`src/hdl/sftx_pkg.sv`:
```
package sftx_pkg;

	localparam logic [12:0] MAX_MESSAGE   = 13'd4096;
	localparam logic [12:0] SEGMENT_BYTES = 13'd254;

	localparam logic [7:0] SYN_BYTE     = 8'd22;
	localparam logic [7:0] TYPE_BYTE    = 8'h54;
	localparam logic [7:0] STX_BYTE     = 8'd2;
	localparam logic [7:0] DIR_BYTE     = 8'h30;
	localparam logic [7:0] NEWLINE_BYTE = 8'd10;
	localparam logic [7:0] ENQ_CODE     = 8'd5;
	localparam logic [7:0] EOT_CODE     = 8'd4;
	localparam logic [7:0] ACK_CODE     = 8'd6;
	localparam logic [7:0] NACK_CODE    = 8'd21;
	localparam logic [7:0] CHECK_ZERO   = 8'h00;
	localparam logic [7:0] CHECK_ONES   = 8'hFF;
	localparam logic [7:0] CHECK_SUBST  = 8'h01;

	localparam int QUEUE_DEPTH = 4;
	localparam int QPTR_W      = $clog2(QUEUE_DEPTH);
	localparam logic [QPTR_W:0] QCNT_FULL = QUEUE_DEPTH[QPTR_W:0];

	typedef enum logic [1:0] {
		ACT_BEGIN = 2'd0,
		ACT_DATA  = 2'd1,
		ACT_CTRL  = 2'd2
	} action_t;

	typedef enum logic [1:0] {
		KIND_ENQ  = 2'd0,
		KIND_EOT  = 2'd1,
		KIND_ACK  = 2'd2,
		KIND_NACK = 2'd3
	} kind_t;

	typedef enum logic [3:0] {
		ST_DATA,
		ST_MIDCHK,
		ST_SYN,
		ST_TYPE,
		ST_STX,
		ST_DIR,
		ST_LEN,
		ST_NL,
		ST_FINCHK,
		ST_CSYN,
		ST_CTYPE,
		ST_CODE,
		ST_CDIR
	} step_t;

	typedef struct packed {
		logic [7:0]  left;
		logic        last_seg;
		logic [12:0] rem;
		logic [7:0]  len;
	} seg_t;

	typedef struct packed {
		logic       is_ctrl;
		logic       has_data;
		logic       mid_chk;
		logic       close;
		logic [7:0] data;
		logic [7:0] mid_val;
		logic [7:0] len;
		logic [7:0] fin_chk;
	} job_t;

	typedef struct packed {
		logic full;
		logic empty;
	} q_stat_t;

	function automatic logic [7:0] block_check(input logic [7:0] x);
		if (x == CHECK_ZERO || x == CHECK_ONES)
			return CHECK_SUBST;
		return x;
	endfunction

	function automatic logic [7:0] ctrl_code(input logic [1:0] k);
		logic [7:0] c;
		case (kind_t'(k))
			KIND_ENQ: c = ENQ_CODE;
			KIND_EOT: c = EOT_CODE;
			KIND_ACK: c = ACK_CODE;
			default:  c = NACK_CODE;
		endcase
		return c;
	endfunction

	function automatic seg_t start_seg(input logic [12:0] rem);
		seg_t s;
		if (rem < SEGMENT_BYTES) begin
			s.left     = rem[7:0];
			s.last_seg = 1'b1;
			s.rem      = '0;
			s.len      = rem[7:0] + 8'd1;
		end else begin
			s.left     = SEGMENT_BYTES[7:0];
			s.last_seg = 1'b0;
			s.rem      = rem - SEGMENT_BYTES;
			s.len      = SEGMENT_BYTES[7:0];
		end
		return s;
	endfunction

endpackage

```
`src/hdl/sync_frame_transmitter_xor_bce.sv`:
```
// channel   valid      stall      payload
// request   req_valid  req_stall  action, msg_length, data_byte, control_kind
// line      tx_valid   tx_stall   line_byte, frame_end, run_last
//
// one line byte per cycle while tx_stall is low and a job is queued; a request
// causes 1 to 9 line bytes, or none
// the byte sequencer sets the rate; a four-entry job queue lets the front
// take data requests back to back while a header is still going out
// req_stall rises only when the job queue is full
// arst_n clears the message state, the queue and the output valid

module sync_frame_transmitter_xor_bce (
	input  logic        clk,
	input  logic        arst_n,
	input  logic        req_valid,
	output logic        req_stall,
	input  logic [1:0]  action,
	input  logic [12:0] msg_length,
	input  logic [7:0]  data_byte,
	input  logic [1:0]  control_kind,
	output logic        tx_valid,
	input  logic        tx_stall,
	output logic [7:0]  line_byte,
	output logic        frame_end,
	output logic        run_last
);
	import sftx_pkg::*;

	q_stat_t q_stat;
	job_t    job;
	job_t    head;
	logic    push;
	logic    pop;

	sftx_front u_front (
		.clk          (clk),
		.arst_n       (arst_n),
		.req_valid    (req_valid),
		.req_stall    (req_stall),
		.action       (action),
		.msg_length   (msg_length),
		.data_byte    (data_byte),
		.control_kind (control_kind),
		.q_stat       (q_stat),
		.push         (push),
		.job          (job)
	);

	sftx_queue u_queue (
		.clk     (clk),
		.arst_n  (arst_n),
		.push    (push),
		.job_in  (job),
		.pop     (pop),
		.job_out (head),
		.q_stat  (q_stat)
	);

	sftx_back u_back (
		.clk       (clk),
		.arst_n    (arst_n),
		.head      (head),
		.q_stat    (q_stat),
		.pop       (pop),
		.tx_valid  (tx_valid),
		.tx_stall  (tx_stall),
		.line_byte (line_byte),
		.frame_end (frame_end),
		.run_last  (run_last)
	);

	a_no_overflow: assert property (@(posedge clk) disable iff (!arst_n)
		q_stat.full |-> !push)
		else $error("job pushed into a full queue");

	a_push_fills: assert property (@(posedge clk) disable iff (!arst_n)
		(push && q_stat.empty) |=> !q_stat.empty)
		else $error("pushed job lost");

	a_no_phantom: assert property (@(posedge clk) disable iff (!arst_n)
		(q_stat.empty && !tx_valid) |=> !tx_valid)
		else $error("line byte without a queued job");

	a_check_byte: assert property (@(posedge clk) disable iff (!arst_n)
		(tx_valid && frame_end) |-> (line_byte != CHECK_ZERO && line_byte != CHECK_ONES))
		else $error("frame closed with a forbidden byte");

endmodule

```
`src/hdl/sftx_front.sv`:
```
module sftx_front (
	input  logic              clk,
	input  logic              arst_n,
	input  logic              req_valid,
	output logic              req_stall,
	input  logic [1:0]        action,
	input  logic [12:0]       msg_length,
	input  logic [7:0]        data_byte,
	input  logic [1:0]        control_kind,
	input  sftx_pkg::q_stat_t q_stat,
	output logic              push,
	output sftx_pkg::job_t    job
);
	import sftx_pkg::*;

	logic [12:0] rem_q;
	logic [7:0]  left_q;
	logic        last_q;
	logic [7:0]  xor_q;
	logic        active_q;

	logic [12:0] rem_d;
	logic [7:0]  left_d;
	logic        last_d;
	logic [7:0]  xor_d;
	logic        active_d;

	logic        accept;
	logic        produce;
	logic        seg_go;
	logic [12:0] len_sat;
	logic [12:0] seg_src;
	logic [7:0]  xr;
	logic [7:0]  nl;
	seg_t        s;

	assign req_stall = q_stat.full;
	assign accept    = req_valid && !q_stat.full;
	assign push      = accept && produce;

	assign len_sat = (msg_length > MAX_MESSAGE) ? MAX_MESSAGE : msg_length;
	assign seg_src = (action == ACT_BEGIN) ? len_sat : rem_q;
	assign s       = start_seg(seg_src);
	assign xr      = xor_q ^ data_byte;
	assign nl      = left_q - 8'd1;

	always_comb begin
		rem_d       = rem_q;
		left_d      = left_q;
		last_d      = last_q;
		xor_d       = xor_q;
		active_d    = active_q;
		produce     = 1'b0;
		seg_go      = 1'b0;
		job         = '0;
		job.data    = data_byte;
		job.fin_chk = NEWLINE_BYTE;
		case (action)
			ACT_BEGIN: begin
				produce    = 1'b1;
				job.len    = s.len;
				seg_go     = 1'b1;
			end
			ACT_DATA: begin
				if (active_q && left_q != 8'd0) begin
					produce      = 1'b1;
					job.has_data = 1'b1;
					if (nl != 8'd0) begin
						left_d = nl;
						xor_d  = xr;
					end else if (last_q) begin
						job.close   = 1'b1;
						job.fin_chk = block_check(xr ^ NEWLINE_BYTE);
						rem_d       = '0;
						left_d      = '0;
						last_d      = 1'b0;
						xor_d       = '0;
						active_d    = 1'b0;
					end else begin
						job.mid_chk = 1'b1;
						job.mid_val = block_check(xr);
						job.len     = s.len;
						seg_go      = 1'b1;
					end
				end
			end
			ACT_CTRL: begin
				produce     = 1'b1;
				job.is_ctrl = 1'b1;
				job.len     = ctrl_code(control_kind);
			end
			default: begin
			end
		endcase
		if (seg_go) begin
			xor_d = '0;
			if (s.last_seg && s.left == 8'd0) begin
				job.close = 1'b1;
				rem_d     = '0;
				left_d    = '0;
				last_d    = 1'b0;
				active_d  = 1'b0;
			end else begin
				rem_d    = s.rem;
				left_d   = s.left;
				last_d   = s.last_seg;
				active_d = 1'b1;
			end
		end
	end

	always_ff @(posedge clk or negedge arst_n) begin
		if (!arst_n) begin
			rem_q    <= '0;
			left_q   <= '0;
			last_q   <= 1'b0;
			xor_q    <= '0;
			active_q <= 1'b0;
		end else if (accept) begin
			rem_q    <= rem_d;
			left_q   <= left_d;
			last_q   <= last_d;
			xor_q    <= xor_d;
			active_q <= active_d;
		end
	end

endmodule

```
`src/hdl/sftx_queue.sv`:
```
module sftx_queue (
	input  logic              clk,
	input  logic              arst_n,
	input  logic              push,
	input  sftx_pkg::job_t    job_in,
	input  logic              pop,
	output sftx_pkg::job_t    job_out,
	output sftx_pkg::q_stat_t q_stat
);
	import sftx_pkg::*;

	job_t              mem_q [QUEUE_DEPTH];
	logic [QPTR_W-1:0] wr_q;
	logic [QPTR_W-1:0] rd_q;
	logic [QPTR_W:0]   cnt_q;

	assign job_out      = mem_q[rd_q];
	assign q_stat.full  = (cnt_q == QCNT_FULL);
	assign q_stat.empty = (cnt_q == '0);

	always_ff @(posedge clk) begin
		if (push)
			mem_q[wr_q] <= job_in;
	end

	always_ff @(posedge clk or negedge arst_n) begin
		if (!arst_n) begin
			wr_q  <= '0;
			rd_q  <= '0;
			cnt_q <= '0;
		end else begin
			if (push)
				wr_q <= wr_q + 1'b1;
			if (pop)
				rd_q <= rd_q + 1'b1;
			if (push && !pop)
				cnt_q <= cnt_q + 1'b1;
			else if (pop && !push)
				cnt_q <= cnt_q - 1'b1;
		end
	end

endmodule

```
`src/hdl/sftx_back.sv`:
```
module sftx_back (
	input  logic              clk,
	input  logic              arst_n,
	input  sftx_pkg::job_t    head,
	input  sftx_pkg::q_stat_t q_stat,
	output logic              pop,
	output logic              tx_valid,
	input  logic              tx_stall,
	output logic [7:0]        line_byte,
	output logic              frame_end,
	output logic              run_last
);
	import sftx_pkg::*;

	step_t      step_q;
	logic       started_q;
	logic       tx_valid_q;
	logic [7:0] line_byte_q;
	logic       frame_end_q;
	logic       run_last_q;

	step_t      first_step;
	step_t      cur_step;
	step_t      nxt_step;
	logic       last;
	logic       emit;
	logic [7:0] byte_d;
	logic       end_d;

	always_comb begin
		if (head.is_ctrl)
			first_step = ST_CSYN;
		else if (head.has_data)
			first_step = ST_DATA;
		else
			first_step = ST_SYN;
	end

	assign cur_step = started_q ? step_q : first_step;

	// next step
	always_comb begin
		nxt_step = ST_SYN;
		last     = 1'b0;
		case (cur_step)
			ST_DATA: begin
				if (head.mid_chk)
					nxt_step = ST_MIDCHK;
				else if (head.close)
					nxt_step = ST_NL;
				else
					last = 1'b1;
			end
			ST_MIDCHK: nxt_step = ST_SYN;
			ST_SYN:    nxt_step = ST_TYPE;
			ST_TYPE:   nxt_step = ST_STX;
			ST_STX:    nxt_step = ST_DIR;
			ST_DIR:    nxt_step = ST_LEN;
			ST_LEN: begin
				if (head.close)
					nxt_step = ST_NL;
				else
					last = 1'b1;
			end
			ST_NL:     nxt_step = ST_FINCHK;
			ST_FINCHK: last = 1'b1;
			ST_CSYN:   nxt_step = ST_CTYPE;
			ST_CTYPE:  nxt_step = ST_CODE;
			ST_CODE:   nxt_step = ST_CDIR;
			ST_CDIR:   last = 1'b1;
			default:   last = 1'b1;
		endcase
	end

	// byte for the current step
	always_comb begin
		byte_d = SYN_BYTE;
		end_d  = 1'b0;
		case (cur_step)
			ST_DATA:   byte_d = head.data;
			ST_MIDCHK: begin
				byte_d = head.mid_val;
				end_d  = 1'b1;
			end
			ST_SYN:    byte_d = SYN_BYTE;
			ST_TYPE:   byte_d = TYPE_BYTE;
			ST_STX:    byte_d = STX_BYTE;
			ST_DIR:    byte_d = DIR_BYTE;
			ST_LEN:    byte_d = head.len;
			ST_NL:     byte_d = NEWLINE_BYTE;
			ST_FINCHK: begin
				byte_d = head.fin_chk;
				end_d  = 1'b1;
			end
			ST_CSYN:   byte_d = SYN_BYTE;
			ST_CTYPE:  byte_d = TYPE_BYTE;
			ST_CODE:   byte_d = head.len;
			ST_CDIR: begin
				byte_d = DIR_BYTE;
				end_d  = 1'b1;
			end
			default:   byte_d = SYN_BYTE;
		endcase
	end

	assign emit = !q_stat.empty && (!tx_valid_q || !tx_stall);
	assign pop  = emit && last;

	always_ff @(posedge clk or negedge arst_n) begin
		if (!arst_n) begin
			step_q     <= ST_SYN;
			started_q  <= 1'b0;
			tx_valid_q <= 1'b0;
		end else begin
			tx_valid_q <= emit || (tx_valid_q && tx_stall);
			if (emit) begin
				started_q <= !last;
				step_q    <= nxt_step;
			end
		end
	end

	always_ff @(posedge clk) begin
		if (emit) begin
			line_byte_q <= byte_d;
			frame_end_q <= end_d;
			run_last_q  <= last;
		end
	end

	assign tx_valid  = tx_valid_q;
	assign line_byte = line_byte_q;
	assign frame_end = frame_end_q;
	assign run_last  = run_last_q;

endmodule
```
`config.mk`:
```
export PLATFORM = sky130hd
export DESIGN_NAME = sync_frame_transmitter_xor_bce
export DESIGN_NICKNAME = d
export VERILOG_FILES = /design/src/hdl/sftx_pkg.sv /design/src/hdl/sync_frame_transmitter_xor_bce.sv /design/src/hdl/sftx_front.sv /design/src/hdl/sftx_queue.sv /design/src/hdl/sftx_back.sv
export SDC_FILE = /design/constraint.sdc
export NUM_CORES = 1
export LEC_CHECK = 0
export ABC_AREA = 1
export BUFFER_PORTS_ARGS = -buffer_cell sky130_fd_sc_hd__buf_4
export CAP_MARGIN = 5
export CORE_ASPECT_RATIO = 1.25
export CORE_UTILIZATION = 50
export CTS_BUF_LIST = sky130_fd_sc_hd__clkbuf_8
export CTS_CLUSTER_DIAMETER = 120
export CTS_CLUSTER_SIZE = 24
export DETAILED_ROUTE_END_ITERATION = 10
export MAX_ROUTING_LAYER = met4
export PLACE_DENSITY = 0.67
export SYNTH_ARGS = -nofsm -noshare
export SYNTH_HDL_FRONTEND = slang
export SYNTH_HIERARCHICAL = 1
export SYNTH_SLANG_ARGS = --single-unit
```
`constraint.sdc`:
```
create_clock -name clk -period 8.1 [get_ports clk]
set_clock_uncertainty 0.05 [all_clocks]
set_input_delay 0.81 -clock clk [delete_from_list [all_inputs] [get_ports clk]]
set_output_delay 0.81 -clock clk [all_outputs]
set_load 0.05 [all_outputs]
```
# ---- After elaboration in Yosys (flattened, before gate mapping)
# Memories as Yosys holds them, arrays and structs flattened.
# Index checks and enable logic that the tools add are counted.
# Widths: inputs -> output; s select.
dict set report classes {
  addsub 7
  order_cmp 2
  n_eq_ne 20
  n_mux 80
  bitwise_logic 2
  n_reduce_logical 43
}
# cell n
set op_table {}
lappend op_table {{$mux 8} 17}
lappend op_table {{$mux 13} 8}
lappend op_table {{$pmux 8 s8} 1}
lappend op_table {{$mux 24} 2}
lappend op_table {{$pmux 4 s10} 1}
lappend op_table {{$mux 1} 34}
lappend op_table {{$mux 30} 1}
lappend op_table {{$logic_not 8->1} 3}
lappend op_table {{$pmux 8 s3} 1}
lappend op_table {{$eq 4x4->1 const B} 5}
lappend op_table {{$eq 4x3->1 const B} 4}
lappend op_table {{$eq 8x8->1 const B} 2}
lappend op_table {{$mux 16} 1}
lappend op_table {{$reduce_bool 8->1} 2}
lappend op_table {{$mux 3} 5}
lappend op_table {{$pmux 5 s3} 1}
lappend op_table {{$gt 13x13->1 const B} 1}
lappend op_table {{$lt 13x8->1 const B} 1}
lappend op_table {{$sub 13x8->13 const B} 1}
lappend op_table {{$mux 4} 3}
lappend op_table {{$logic_and 1x1->1} 9}
lappend op_table {{$reduce_or 9->1} 1}
lappend op_table {{$add 8x1->8 const B} 1}
lappend op_table {{$eq 4x2->1 const B} 2}
lappend op_table {{other kinds (25)} 47}
dict set report word_totals {
  ff_bits 54
  mem_bits_rw 144
  in_bits 29
  out_inout_bits 12
  wordCells 169
  n_memories 1
}
# memory depth width rd rd_ports_with_merged_regs wr line
set mem_list {}
lappend mem_list {u_queue.mem_q 4 36 1 0 1 sftx_queue.sv:12} ;# job_t mem_q [QUEUE_DEPTH];

# ---- Longest topological paths before layout
# Gate-level depths: netlist of run 1.
dict set report depth {
  word_depth 14
  ltp_mapped 24
  depth_no_buf 23
}

# ---- Modules after synthesis
# The synthesis of run 1 kept the hierarchy.
# module n_inst cells_per_inst area_per_inst_um2
set by_module_without_submodules {}
lappend by_module_without_submodules {sftx_queue 1 467 6158.4}
lappend by_module_without_submodules {sftx_front 1 437 2960.3}
lappend by_module_without_submodules {sftx_back 1 164 1239.9}

# ---- Worst setup path before layout of run 1
# OpenSTA, ideal clock, no wires.
dict set report synth_path {
  kind {in2reg}
  startpoint {input port tx_stall}
  endpoint {register u_queue.cnt_q[1]}
  arrival_ps 2888
  required_time_ps 7933
  slack_ps 5045
  stages 9
  path_buffers 0
  cell_sequence {a21oi_1 -> inv_1 -> a21oi_1 -> inv_1 -> ha_1 -> inv_1 -> fa_1 -> nand2_1 -> nand2_1}
}
dict set report synth_via {
  elab_chain_len 7
}
# item line
set synth_lines {}
lappend synth_lines {{start, declared} sync_frame_transmitter_xor_bce.sv:22} ;# input logic tx_stall,
lappend synth_lines {{$logic_not 1->1 *} sftx_back.sv:106} ;# assign emit = !q_stat.empty && (!tx_valid_q || !tx_stall);
lappend synth_lines {{$logic_or 1x1->1 *} sftx_back.sv:106}
lappend synth_lines {{$logic_and 1x1->1 *} sftx_back.sv:106}
lappend synth_lines {{$logic_and 1x1->1 *} sftx_back.sv:107} ;# assign pop = emit && last;
lappend synth_lines {{via pop} sync_frame_transmitter_xor_bce.sv:33} ;# logic pop;
lappend synth_lines {{$logic_not 1->1} sftx_queue.sv:36} ;# if (push && !pop)
lappend synth_lines {{$logic_and 1x1->1} sftx_queue.sv:36}
lappend synth_lines {{$mux 3 or $reduce_bool 2->1 (tied branches)} --}
lappend synth_lines {{end signal, assigned} sftx_queue.sv:37} ;# cnt_q <= cnt_q + 1'b1;
lappend synth_lines {{end signal, assigned} sftx_queue.sv:39} ;# cnt_q <= cnt_q - 1'b1;
lappend synth_lines {{end, declared} sftx_queue.sv:15} ;# logic [QPTR_W:0] cnt_q;
# Mark *: on every way through the listed nets, which the timed path passes. The rest lies on a longest branch.
# A chain may end at the register's enable or synchronous reset.

==> metrics, run 1 <==
status finished clean; RSZ-0062 raised after global routing no; Worst Hold Class input pin to async pin; DRC viols 0; postcts setup bufs 0; clk_lat worst skew about 460 ps; die width between 100 and 150 µm; die footprint around 21000 µm²; CTS tree yes; average via count per standard cell ~5.2; top-count cell post-synth nand2_1; CP Launch Type register; syn_area_per_cell between 9 and 10 µm²; Slew @ Worst Pin 876 ps; Period minus WS final about 4200 ps; Peak Freq about 240 MHz; EDFF count, synth around 150; WP data required between 8000 and 9000 ps; nets@finish 1134; critical path's most frequent cell nand2_1; period utilization 51.5%; Slew Limit Fails 0; Slew HR between 40% and 50%; Ports just over 40; Fin. Hold Viols 0; first-pass GRT wire length around 35000 µm; critical path's slowest cell dfrtp_4; CTS clk-pin slew, worst paths approximately 100 ps; maxcap violations 0; Routed WL roughly 22000 µm; CORE AREA 20200 µm²; FFs w/ async S/R, synth between 20% and 30%; Final HPWL DP between 15000 and 20000 µm; ANT cells 0; post-CTS sizing 0; setup TNS 0 ps; GRT Total Usage between 20% and 30%; Synth Warn # 6; grt total ovfl 0; vias between 7000 and 8000; commonest cells in the netlist nand2_1 (316), edfxtp_1 (154), inv_1 (132); initial antenna violation count 0; largest area contributor in the netlist edfxtp_1; row count 58; fraction of layout cells with a size suffix above 1 approximately 15%; Leak between 4 and 5 nW; sequential element share of the synthesized area between 50% and 60%; Peak VDD IR approximately 180 µV; Pre-antenna DRT Iters 5; Synth Net Count approximately 1100; CP top delay family buffers and inverters; Critical Setup Path Class register to register; Post-Syn Area roughly 10000 µm²; clk sink count ~200; synthesized instance count 1068; dpl cell area about 11000 µm²; Die Ht about 160 µm; post-route setup slack between 3000 and 4000 ps; final cell count without fillers around 1400; CP Capture Type register; Num CTS Buffers 17; worst-path fanout max 84; Critical path buffers and inverters 4; Primary FF master, synth edfxtp_1; flops & latches, synth 198; Distinct cells, synth 45; number of global-route vias before repair between 6000 and 7000; Initial Utilization 51.2%; post-synth top area share roughly 45%; critical path, cell by cell buf_4 > nand2_1 > o211ai_1 > nand2_1 > nand2_8 > nand2_8 > nor2_4 > nand3b_1 > a21oi_1 > inv_1 > a21oi_1 > inv_1 > ha_1 > inv_1 > fa_1 > nand2_1 > nand2_1; Layout area overhead 7.04%; Routed Antenna Nets 0; Final GP Congestion approximately 0.94; Hold-fix buffers, CTS 0; Placed Cells ~1300; pre-CTS WS about 4000 ps; crit path DAT 4480 ps; critical path's largest stage delay roughly 800 ps; largest net degree at the start of global routing 85; PortBufs 40; Finish-stage setup viols 0; clk buf depth 2; largest cells by area after synthesis edfxtp_1 (45%), nand2_1 (11%), dfrtp_1 (10%); initial drt markers approximately 530; htree depth 4; Root Driver clkbuf_8; routed length per placed instance roughly 16 µm; PD cells ~340 nW/µm²; design area roughly 11000 µm²
==> per-layer routing <==
metal  vias up  wire [µm]  track usage, %
met5         -          0               -
met4         0        665            9.67
met3        44        658            3.25
met2       147      11400            39.3
met1      3321       8950            26.2
li1       3577          -               -
==> placed cells by master, fill, tap and decap left out, types with 11 or more instances in the layout <==
cell,n
nand2_1,316
edfxtp_1,154
inv_1,132
o211ai_1,72
nor2_1,64
buf_4,47
dfrtp_1,42
nand3_1,35
o21ai_1,24
nand2_2,22
clkbuf_8,17
a21oi_1,17
nand4_1,14
nand2_4,12
nor2_4,12
ha_1,12
o21ai_0,11
xnor2_1,11
==> registers in the layout (all words and copies together) (netlist names) <==
signal,cells
u_queue/mem_q,144
u_front/rem_q,13
u_back/line_byte,8
u_front/left_q,8
u_front/xor_q,8
u_back/step_q,4
u_queue/cnt_q,3
u_queue/rd_q,2
u_queue/wr_q,2
u_back/frame_end,1
u_back/run_last,1
u_back/started_q,1
u_back/tx_valid,1
u_front/active_q,1
u_front/last_q,1
==> final cells by class <==
class	instances	area, µm²
clock buffer	17	234
clock inverter	15	155
fill	1797	9160
inverter	145	554
multi-input combinational	683	3720
sequential	198	5730
tap	270	338
timing repair buffer	47	353
==> final timing paths <==
| path | startpoint | to | slack, ps | cells after the start |
|---|---|---|---|---|
| max in group asynchronous | arst_n | u_queue/rd_q[0] | 7190 | 1 |
| min | arst_n | u_front/xor_q[5] | 300 | 1 |
| max | u_queue/rd_q[0] | u_queue/cnt_q[1] | 3930 | 17 |
| max reg2reg | u_queue/rd_q[0] | u_queue/cnt_q[1] | 3930 | 17 |
| min reg2reg | u_back/tx_valid | u_back/tx_valid | 450 | 2 |
| min in group clk | u_back/tx_valid | u_back/tx_valid | 450 | 2 |
==> cell families after synthesis <==
group / after synthesis / synth area share, %
DFF: 198 / 55.3
and+or+nand+nor: 513 / 23.9
AOI/OAI and AO/OA: 137 / 8.75
buffers and inverters: 187 / 8.77
adders and majority gates: 13 / 1.64
xor gates and xnor gates: 20 / 1.69
==> power breakdown <==
| part | switching [W] | internal, W |
|---|---|---|
| combinational | 0.00117 | 0.000532 |
| sequential | 0.000145 | 0.00134 |
| clock | 0.000366 | 0.000257 |
| total | 0.00168 | 0.00213 |
==> stage by stage <==
step                utilization [%]  power, W  hold slack (ps)
CTS                            54.8   0.00384              318
finish                         54.8   0.00381              300
floorplan                         -   0.00284              404
global placement               52.8   0.00318              416
detailed placement             52.8   0.00321              426
global route                   54.8   0.00408              325
No activity file was read; power rests on OpenSTA's default activity.
==> inputs of run 2 (changes only) <==
--- a/config.mk
+++ b/config.mk
@@ -15,7 +15,7 @@
 export CTS_CLUSTER_SIZE = 24
 export DETAILED_ROUTE_END_ITERATION = 10
 export MAX_ROUTING_LAYER = met4
-export PLACE_DENSITY = 0.67
+export PLACE_DENSITY = 0.69
 export SYNTH_ARGS = -nofsm -noshare
 export SYNTH_HDL_FRONTEND = slang
 export SYNTH_HIERARCHICAL = 1
==> constraint.sdc (replaced) <==
create_clock -name clk -period 3.5 [get_ports clk]
set_clock_uncertainty 0.05 [all_clocks]
set_input_delay 0.35 -clock clk [delete_from_list [all_inputs] [get_ports clk]]
set_output_delay 0.35 -clock clk [all_outputs]
set_load 0.05 [all_outputs]
==> metrics, run 2 (synthesized netlist as in run 1, its figures left out) <==
leading cell type in the layout, fill and taps excluded nand2_1 (unchanged); Worst Hold Class input pin to register (was input pin to async pin); DRC viols 0 (unchanged); pre-CTS WS 358 ps (was 3960 ps); postcts setup bufs 0 (unchanged); Reg2Reg Depth 16 (was 17); die footprint 21300 µm² (unchanged); worst-path fanout max 7 (was 84); reg2reg setup slack 350 ps (was 3930 ps); CP Capture Type register (unchanged); max FFs per register 144 (unchanged); average via count per standard cell 5.21 (was 5.16); Ports 41 (unchanged); Final GP Congestion 0.969 (was 0.941); Hold-fix buffers, CTS 1 (was 0); Core Util, Final 55.5% (was 54.8%); Pre-antenna DRT Iters 7 (was 5); CP Launch Type register (unchanged); Finish-stage setup viols 0 (unchanged); setup TNS 0 ps (unchanged); nets@finish 1143 (was 1134); Peak Freq 318 MHz (was 240 MHz); PortBufs 40 (unchanged); period utilization 90.0% (was 51.5%); first-pass GRT wire length 35800 µm (was 35000 µm); clk buf depth 2 (unchanged); GRT Total Usage 23.2% (was 22.8%); Leak 4.88 nW (was 4.81 nW); post-CTS sizing 0 (unchanged); Crit Reg-Reg Endpoint u_queue/cnt_q[1] (unchanged); hold path startpoint data_byte[6]; number of global-route vias before repair 7060 (was 6857); htree depth 4 (unchanged); Regs by FF count u_queue/mem_q x144, u_front/rem_q x13 (unchanged); Fin. Hold Viols 0 (unchanged); CORE AREA 20200 µm² (unchanged); initial antenna violation count 0 (unchanged); initial drt markers 441 (was 534); Layout area overhead 8.44% (was 7.04%); Peak VDD IR 451 µV (was 178 µV); largest net degree at the start of global routing 69 (was 85); final cell count without fillers 1384 (was 1375); RR Startpoint u_queue/rd_q[1] (was u_queue/rd_q[0]); maxcap violations 0 (unchanged); design area 11200 µm² (was 11100 µm²); fraction of layout cells with a size suffix above 1 16.0% (was 15.5%); die width 131 µm (unchanged); commonest non-fill, non-tap cells in the layout nand2_1 (316), edfxtp_1 (154), inv_1 (132), o211ai_1 (72), nor2_1 (64) (unchanged); clk sink count 198 (unchanged); Routed Antenna Nets 0 (unchanged); WHS Path Cells 1; Final HPWL DP 15300 µm (was 15100 µm); ANT cells 0 (unchanged); CTS tree yes (unchanged); Slew Limit Fails 0 (unchanged); WP data required 3810 ps (was 8410 ps); worst-case hold path end point u_queue/mem_q[3][30]; clk_lat worst skew 470 ps (was 460 ps); row count 58 (unchanged); Period minus WS final 3150 ps (was 4170 ps); Initial Utilization 51.2% (unchanged); Root Driver clkbuf_8 (unchanged); CTS clk-pin slew, worst paths 110 ps (was 100 ps); Placed Cells 1351 (was 1343); vias 7206 (was 7089); grt total ovfl 0 (unchanged); PD cells 798 nW/µm² (was 343 nW/µm²); Critical Setup Path Class register to register (unchanged); Routed WL 22000 µm (was 21700 µm); Die Ht 163 µm (unchanged); Num CTS Buffers 17 (unchanged); routed length per placed instance 15.9 µm (was 15.8 µm); post-route setup slack 351 ps (was 3930 ps); status finished clean (unchanged); Slew @ Worst Pin 747 ps (was 876 ps); dpl cell area 10800 µm² (was 10700 µm²); RSZ-0062 raised after global routing no (unchanged); crit path DAT 3460 ps (was 4480 ps); Slew HR 50.0% (was 41.6%); largest register by flop count u_queue/mem_q (unchanged)
-- run 2: cell types whose count changed in the layout (fill, tap and decap cells not counted), moves of 2 or more --
cell and delta:
buf_4 +4, clkinv_2 -2, clkinv_8 +3, clkinv_4 +3, buf_12 +4, inv_8 -4, clkinvlp_4 -2
-- run 2: worst max-delay path, stage by stage, from the launching register on --
cell	delay, ps
dfrtp_1	530
clkinv_4	130
o211ai_1	110
nand2_1	150
nand2_8	130
nand2_2	80
nor2_4	160
nand3b_1	150
a21oi_1	150
inv_1	80
a21oi_1	370
inv_1	90
ha_1	210
inv_1	110
fa_1	420
nand2_1	80
nand2_1	40
-- run 2: worst max-delay path by stage --
stage | slack [ps] | startpoint | cells after the start | endpoint
after floorplan | 630 | u_back/tx_valid | 9 | u_queue/cnt_q[1]
after global placement | 430 | u_queue/rd_q[0] | 15 | u_queue/cnt_q[1]
after detailed placement | 360 | u_queue/rd_q[0] | 15 | u_queue/cnt_q[1]
after CTS | 340 | u_queue/rd_q[0] | 15 | u_queue/cnt_q[1]
after global routing | 150 | u_queue/rd_q[0] | 18 | u_queue/cnt_q[2]
final | 350 | u_queue/rd_q[1] | 16 | u_queue/cnt_q[1]
-- run 2: report_power, final --
| part | leakage, nW | internal (W) | total (W) | switching (W) |
|---|---|---|---|---|
| clock | 0.207 | 0.000607 | 0.00148 | 0.000878 |
| combinational | 2.72 | 0.00130 | 0.00410 | 0.00280 |
| sequential | 1.95 | 0.00310 | 0.00338 | 0.000278 |
| total | 4.88 | 0.00501 | 0.00896 | 0.00396 |
-- run 2: cell type report --
type | count | area (µm²)
Multi-Input combinational cell | 683 | 3720
Tap cell | 270 | 338
Sequential cell | 198 | 5730
Timing Repair Buffer | 56 | 473
Fill cell | 1745 | 9010
Clock inverter | 15 | 180
Clock buffer | 17 | 234
Inverter | 145 | 554
-- run 2: routing by layer --
| metal | GRT usage, % | share of wire (%) | up-vias |
|---|---|---|---|
| met2 | 42.5 | 55 | 134 |
| met3 | 3.32 | 3.0 | 27 |
| met1 | 25.7 | 40 | 3445 |
| met5 | - | 0 | - |
| li1 | - | - | 3600 |
| met4 | 6.74 | 1.7 | 0 |
-- run 2: stage by stage --
| stage | hold WS [ps] | power, W |
|---|---|---|
| 6_report | 35.0 | 0.00896 |
| 5_1_grt | 6.48 | 0.00961 |
| 2_1_floorplan | 4.41 | 0.00658 |
| 4_1_cts | 8.32 | 0.00904 |
| 3_3_place_gp | 365 | 0.00751 |
| 3_5_place_dp | 358 | 0.00756 |
==> inputs of run 3 (changes only) <==
--- a/config.mk
+++ b/config.mk
@@ -8,14 +8,16 @@
 export ABC_AREA = 1
 export BUFFER_PORTS_ARGS = -buffer_cell sky130_fd_sc_hd__buf_4
 export CAP_MARGIN = 5
+export CELL_PAD_IN_SITES_DETAIL_PLACEMENT = 1
+export CELL_PAD_IN_SITES_GLOBAL_PLACEMENT = 1
 export CORE_ASPECT_RATIO = 1.25
-export CORE_UTILIZATION = 50
+export CORE_UTILIZATION = 46
 export CTS_BUF_LIST = sky130_fd_sc_hd__clkbuf_8
 export CTS_CLUSTER_DIAMETER = 120
 export CTS_CLUSTER_SIZE = 24
 export DETAILED_ROUTE_END_ITERATION = 10
 export MAX_ROUTING_LAYER = met4
-export PLACE_DENSITY = 0.69
+export PLACE_DENSITY = 0.75
 export SYNTH_ARGS = -nofsm -noshare
 export SYNTH_HDL_FRONTEND = slang
 export SYNTH_HIERARCHICAL = 1
==> metrics, run 3 (synthesized netlist as in run 1, its figures left out) <==
status finished clean (unchanged); crit path DAT 3400 ps (was 3460 ps); worst-path fanout max 16 (was 7); Final GP Congestion 0.929 (was 0.969); PortBufs 40 (unchanged); ANT cells 0 (unchanged); Critical Setup Path Class register to register (unchanged); critical path's largest stage delay 460 ps (was 530 ps); number of global-route vias before repair 7572 (was 7060); htree depth 4 (unchanged); Peak Freq 326 MHz (was 318 MHz); FILL cells 2580 (was 1745); Period minus WS final 3070 ps (was 3150 ps); Peak VDD IR 465 µV (was 451 µV); hold path startpoint data_byte[0] (was data_byte[6]); Critical Path Start u_queue/rd_q[1] (unchanged); switching fraction of total power 44.5% (was 44.1%); CP Launch Type register (unchanged); Critical path buffers and inverters 4 (unchanged); WP data required 3830 ps (was 3810 ps); commonest non-fill, non-tap cells in the layout nand2_1 (316), edfxtp_1 (154), inv_1 (134), o211ai_1 (72), nor2_1 (64) (was nand2_1 (316), edfxtp_1 (154), inv_1 (132), o211ai_1 (72), nor2_1 (64)); Worst Hold Class input pin to register (unchanged); initial antenna violation count 0 (unchanged); RR Startpoint u_queue/rd_q[1] (unchanged); vias 7337 (was 7206); max FFs per register 144 (unchanged); clk buf depth 2 (unchanged); Regs by FF count u_queue/mem_q x144, u_front/rem_q x13 (unchanged); Sw Pwr 0.00399 W (was 0.00396 W); Pre-antenna DRT Iters 4 (was 7); GRT Total Usage 23.5% (was 23.2%); Core Util, Final 50.7% (was 55.5%); Ports 41 (unchanged); CORE AREA 22100 µm² (was 20200 µm²); Slew Limit Fails 0 (unchanged); Layout area overhead 8.25% (was 8.44%); Routed Antenna Nets 0 (unchanged); routed length per placed instance 17.7 µm (was 15.9 µm); RSZ-0062 raised after global routing no (unchanged); area of the multi-input gates 3720 µm² (unchanged); Worst Hold Slack 33.7 ps (was 35.0 ps); clk sink count 198 (unchanged); PD cells 800 nW/µm² (was 798 nW/µm²); first-pass GRT wire length 39200 µm (was 35800 µm); leading cell type in the layout, fill and taps excluded nand2_1 (unchanged); setup TNS 0 ps (unchanged); CTS tree yes (unchanged); row count 61 (was 58); Initial Utilization 46.8% (was 51.2%); initial drt markers 343 (was 441); Finish-stage setup viols 0 (unchanged); critical path's slowest cell dfrtp_1 (unchanged); average via count per standard cell 5.25 (was 5.21); CP top delay family simple AND/OR/NAND/NOR gates (unchanged); Clk pwr share 16.0% (was 16.6%); maxcap violations 0 (unchanged); largest register by flop count u_queue/mem_q (unchanged); Fin. Hold Viols 0 (unchanged); Leak 4.87 nW (was 4.88 nW); DRC viols 0 (unchanged); grt total ovfl 0 (unchanged); Logic pwr share 46.2% (was 45.8%); internal power 0.00498 W (was 0.00501 W); nets@finish 1143 (unchanged); Reg area 5730 µm² (unchanged); largest net degree at the start of global routing 77 (was 69); die footprint 23100 µm² (was 21300 µm²); period utilization 87.8% (was 90.0%); critical path, cell by cell clkinv_4 > o211ai_1 > nand2_1 > nand2_8 > nand2_8 > nor2_4 > nand3b_1 > a21oi_1 > inv_1 > a21oi_1 > inv_1 > ha_1 > inv_1 > fa_1 > nand2_1 > nand2_1 (was clkinv_4 > o211ai_1 > nand2_1 > nand2_8 > nand2_2 > nor2_4 > nand3b_1 > a21oi_1 > inv_1 > a21oi_1 > inv_1 > ha_1 > inv_1 > fa_1 > nand2_1 > nand2_1); Num CTS Buffers 17 (unchanged); Die Ht 170 µm (was 163 µm); Flop pwr share 37.8% (was 37.7%); die width 136 µm (was 131 µm); clk_lat worst skew 480 ps (was 470 ps); fraction of layout cells with a size suffix above 1 15.9% (was 16.0%); CTS clk-pin slew, worst paths 110 ps (about the same); Final HPWL DP 17800 µm (was 15300 µm); Routed WL 24800 µm (was 22000 µm); Slew HR 50.5% (was 50.0%); Root Driver clkbuf_8 (unchanged); CP Capture Type register (unchanged); Slew @ Worst Pin 742 ps (was 747 ps)
==> run 3: final timing paths <==
| kind | endpoint | slack [ps] | cells past startpoint |
|---|---|---|---|
| min in group asynchronous | u_back/step_q[3] | 350 | 2 |
| worst max-delay path | u_queue/cnt_q[1] | 430 | 16 |
| worst min-delay path | u_queue/mem_q[3][24] | 30 | 1 |
| worst max register to register | u_queue/cnt_q[1] | 430 | 16 |
| max in group asynchronous | u_queue/rd_q[0] | 2550 | 2 |
| worst min register to register | u_back/step_q[1] | 450 | 2 |
==> run 3: metal layers <==
layer  GRT usage [%]  part of all wire, %
met5               -                    0
met4            9.52                  2.7
met3            3.17                  2.3
met2            43.1                   55
met1            25.1                   40
==> run 3: timing repair <==
item                                   CTS  global route
resized for setup                        0             0
hold buffers                             1             0
buffers inserted                         0             0
endpoints found under the hold margin   43             0
==> run 3: final cells by class <==
type / instances / share of cell area [%]
sequential: 198 / 51.1
inverter: 145 / 4.94
tap: 283 / 3.16
clock inverter: 15 / 1.28
clock buffer: 17 / 2.09
multi-input combinational: 683 / 33.2
timing repair buffer: 56 / 4.22
==> run 3: per-stage QoR <==
stage               cells  worst slack, ps  area (µm²)  power (W)
floorplan            1068              632       10400    0.00658
global placement     1364              569       10800    0.00751
detailed placement   1364              406       10800    0.00765
CTS                  1397              389       11200    0.00909
global route         1397              203       11200    0.00962
finish               1397              428       11200    0.00898
==> run 3: power by group through the flow <==
stage	sequential (W)	combinational (W)	clock (W)
6_report	0.00339	0.00415	0.00144
5_1_grt	0.00344	0.00462	0.00157
4_1_cts	0.00340	0.00421	0.00148
3_5_place_dp	0.00345	0.00420	0
3_3_place_gp	0.00342	0.00409	0
2_1_floorplan	0.00357	0.00302	0
